--- src/rtl/hsd_ram.sv ---
`timescale 1ns / 1ps
`default_nettype none
module hsd_ram #(
  parameter int unsigned WIDTH = 8,
  parameter int unsigned DEPTH = 16
) (
  input  wire logic                     clk,
  input  wire logic                     wr_en,
  input  wire logic [$clog2(DEPTH)-1:0] wr_addr,
  input  wire logic [WIDTH-1:0]         wr_data,
  input  wire logic [$clog2(DEPTH)-1:0] rd_addr,
  output logic      [WIDTH-1:0]         rd_data
);

  logic [WIDTH-1:0] mem [DEPTH];
  logic [WIDTH-1:0] rd_data_r;

  always_ff @(posedge clk) begin
    if (wr_en) begin
      mem[wr_addr] <= wr_data;
    end
    rd_data_r <= mem[rd_addr];
  end

  assign rd_data = rd_data_r;

endmodule
`default_nettype wire

--- config.mk ---
export PLATFORM = sky130hd
export DESIGN_NAME = hsd_ram
export DESIGN_NICKNAME = d
export VERILOG_FILES = /design/src/rtl/hsd_ram.sv
export SDC_FILE = /design/constraint.sdc
export NUM_CORES = 1
export LEC_CHECK = 0
export BUFFER_PORTS_ARGS = -buffer_cell sky130_fd_sc_hd__buf_2
export CAP_MARGIN = 25
export CORE_MARGIN = 2
export CORE_UTILIZATION = 30
export CTS_BUF_LIST = sky130_fd_sc_hd__clkbuf_8
export CTS_CLUSTER_DIAMETER = 40
export DETAILED_ROUTE_END_ITERATION = 8
export SLEW_MARGIN = 20
export SYNTH_ARGS = -nofsm -noshare
export SYNTH_HDL_FRONTEND = slang
export SYNTH_SLANG_ARGS = --single-unit
--- constraint.sdc ---
create_clock -name clk -period 1.7 [get_ports clk]
set_input_delay 0.085 -clock clk [delete_from_list [all_inputs] [get_ports clk]]
set_output_delay 0.085 -clock clk [all_outputs]
set_load 0.02 [all_outputs]
# After elaboration in Yosys (flattened, before gate mapping)
# Memory sizes are Yosys's and may differ from the RTL's. A register that Yosys moved wholly into a read port is not among the register bits.
# Cells that the tools add are included.
# W data, S select, Z words.
# classes
mux	2
# ops
cell	count
$mux W1	2
# totals
output_inout_bits	8
n_memories	1
regBits	0
word_cells	3
in_bits	18
ramBits	128
# memory_table
memory	depth	word_bits	rd	rd_ports_with_merged_regs	write_ports	line	source
mem	16	8	1	1	1	15	logic [WIDTH-1:0] mem [DEPTH];

# Longest topological paths before layout
# logic_depth
word_depth	2
ltp_mapped	5
ltp_nobuf	3

# Least setup slack after synthesis
# No wires, ideal clock.
# synth_path
kind	input-to-reg
from	in wr_addr[2]
to	mem mem[0][0] (enable)
n_path_buf	0
arrival_time_ns	1.195
setup_ns	0.383
path_stages	2
t_required_ns	1.317
path_slack_ns	0.122
path_cell_list	or3b_2 > nor3_1
# synth_rtl
element	line	source
start, declared	9	input wire logic [$clog2(DEPTH)-1:0] wr_addr,
end, declared	15	
# Straight into the memory's write port.

==> impl_metrics.ini <==
[status]
run_status = complete, no violations

[floorplanning]
floorplan.initialDensity_pct = 30.82
die_width_um = 135.0
fp.coreArea_sq_um = 16700
die_y_um = 135.0
placementRows = 47
floorplan.die_area_sq_um = 18220
ios = 26

[clocking]
numCtsBuffers = 17
cts_hold_repair.buffers = 0
cts.htree.levels = 4
cts_setup_buffers = 0
numClockSinks = 136
clkTransAtPathRegs_ns = 0.08
clkLatencyLatePin_ns = 0.43
post_cts_resized = 0
tritoncts = yes
max-clock-path-buffers = 2
cts-root-buf = sky130_fd_sc_hd__clkbuf_8

[timing]
timing_worst_slew_pin_value_ns = 0.4423
rsz0062_at_grt = no
setup_slack_ns = 0.2825
tns_ns = 0
finalClockSkew_ns = 0.007363
timing.final.hold_violations = 0
maximum_clock_frequency_ghz = 0.7055
period_minus_slack_ns = 1.417
timing_max_transition_violations_final = 0
timing.final.crit_share_pct = 83.38
report.final.setup_viol = 0
max-slew-margin-rel_pct = 70.51

[setup_path]
biggest_cell_delay_along_the_critical_path_ns = 0.54
crit_arrival_ns = 1.73
rrSetupSlack_ns = 0.28
nature_of_the_critical_path_endpoint = flip-flop
critPathMaxFanout = 1
critical_path.top_delay_family = multiplexers
crit_path_start_kind = flip-flop
cp_cell_sequence = mux4_1 > a22oi_1 > nand2_1
critPathSlowestCell = sky130_fd_sc_hd__mux4_1
critPathKind = flip-flop to flip-flop
path_buf_inv = 0
cp_data_required_time_ns = 2.01

[cells_and_area]
instances_no_fill = 519
syn_to_final_growth_pct = 19.15
num_antenna_cells = 0
final_layout_size_suffix_gt1_share_pct = 32.78
num-nets-final = 304
seqCellArea_sq_um = 4004
count_of_fill_cells_added_during_filler_insertion = 1552
multi_input_comb_area_sq_um = 1057
postLayoutCoreUtil_pct = 36.72
mostFrequentLayoutCell = sky130_fd_sc_hd__edfxtp_1
final_cell_mix = 128 x sky130_fd_sc_hd__edfxtp_1, 25 x sky130_fd_sc_hd__buf_2, 22 x sky130_fd_sc_hd__buf_4

[global_route]
wire_length_of_the_first_global_routing_pass_mm = 15.32
antenna_violations_before_repair = 0
first_global_vias = 2478
globalRoute.totalOverflow = 0
gr-usage-all-layers_pct = 11.77
largest_net_degree_at_the_start_of_global_routing = 28

[run]
max_cap_violations = 0

[yosys]
synth.top_cell.area_share_pct = 74.67
synth.lib_cells_used.distinct = 19
seq_area_frac_synth_pct = 77.78
synthDominantAreaCellType = sky130_fd_sc_hd__edfxtp_1
ys_seq_elements = 136
yosysWarnings = 0
syn_avg_cell_area_sq_um = 22.48
synth.top_cells.by_area = sky130_fd_sc_hd__edfxtp_1 75%, sky130_fd_sc_hd__mux4_2 7.9%, sky130_fd_sc_hd__mux4_1 7.1%
synth_fp_nets = 247
synthesized_instance_count = 229
syn_area_sq_um = 5147

[drt]
dr_total_vias = 2423
antenna_violating_nets_post_route = 0
drtIter0Drc = 259
drc = 0
wl_mm = 9.980
wl_per_cell_um = 19.23
drt-vias-per-instance = 4.669
drtPass1Iterations = 4

[place]
port-buffer-count = 25
pre_cts_slack_ns = 0.1209
post-dp-hpwl_mm = 6.611
place_congestion = 0.7466
dp_cells = 487

[power]
power-per-cell-area_nw_per_um2 = 1187
power.static_leakage_nw = 2.058
irDropWorstVdd_uv = 459.4
report.power.total_w = 0.007278

[worst_hold_path]
min-delay-path-class = input port to flip-flop
[flip-flops by register name, indices dropped and copies added (netlist names)]
signal,count
mem,128
rd_data,8
[final cells by class]
class | count | share of cell area (%)
clock buffers | 19 | 4.264
flip-flops and latches | 136 | 65.28
well taps | 220 | 4.488
clock inverters | 13 | 3.672
multi-input cells | 83 | 17.24
repair buffers | 48 | 5.059
[power breakdown]
group	internal (W)	leakage (nW)	switching, W
registers	0.00374	1.22	0.0000230
logic	0.000154	0.596	0.000222
clock network	0.00196	0.239	0.00117
total	0.00586	2.06	0.00142
[layer usage]
metal	vias up	global-route usage, %	part of all wire [%]
li1	1087	-	-
met1	1249	16.14	44
met2	78	17.88	48
met3	9	3.791	7.1
met4	0	3.819	0.80
met5	-	0	0
[path summary, 6_finish.rpt]
check	startpoint	end	depth (start not counted)
worst max-delay path	mem[4][1]	rd_data[1]	3
worst min-delay path	wr_data[4]	mem[10][4]	1
worst max register to register	mem[4][1]	rd_data[1]	3
worst min register to register	mem[15][1]	rd_data[1]	3
[cell usage after synthesis, drive strengths merged]
library cell	number
and2b	1
nand3b	2
buf	7
nor3	4
or3b	1
mux4	32
edfxtp	128
nand2b	2
clkdlybuf4s25	3
nor2b	1
nor2	13
nand3	1
and2	1
dfxtp	8
a22oi	16
nand2	9
[through the flow]
step                      area, sq um  hold slack [ns]
after floorplan                  5147           0.1839
after detailed placement         5647           0.4823
after CTS                        6133         0.008636
after global routing             6133          0.03370
final                            6133          0.03642
after global placement           5647           0.4737
[cell families (layout without fill, tap and decap cells)]
logic type,after synthesis,count (layout),synth area share [%]
flops,136,136,77.78
simple gates,35,35,3.184
mux,32,32,15.02
compound gates,16,16,2.334
buf+inv,10,80,1.677
Note: power is estimated with default switching activity, not from simulation.
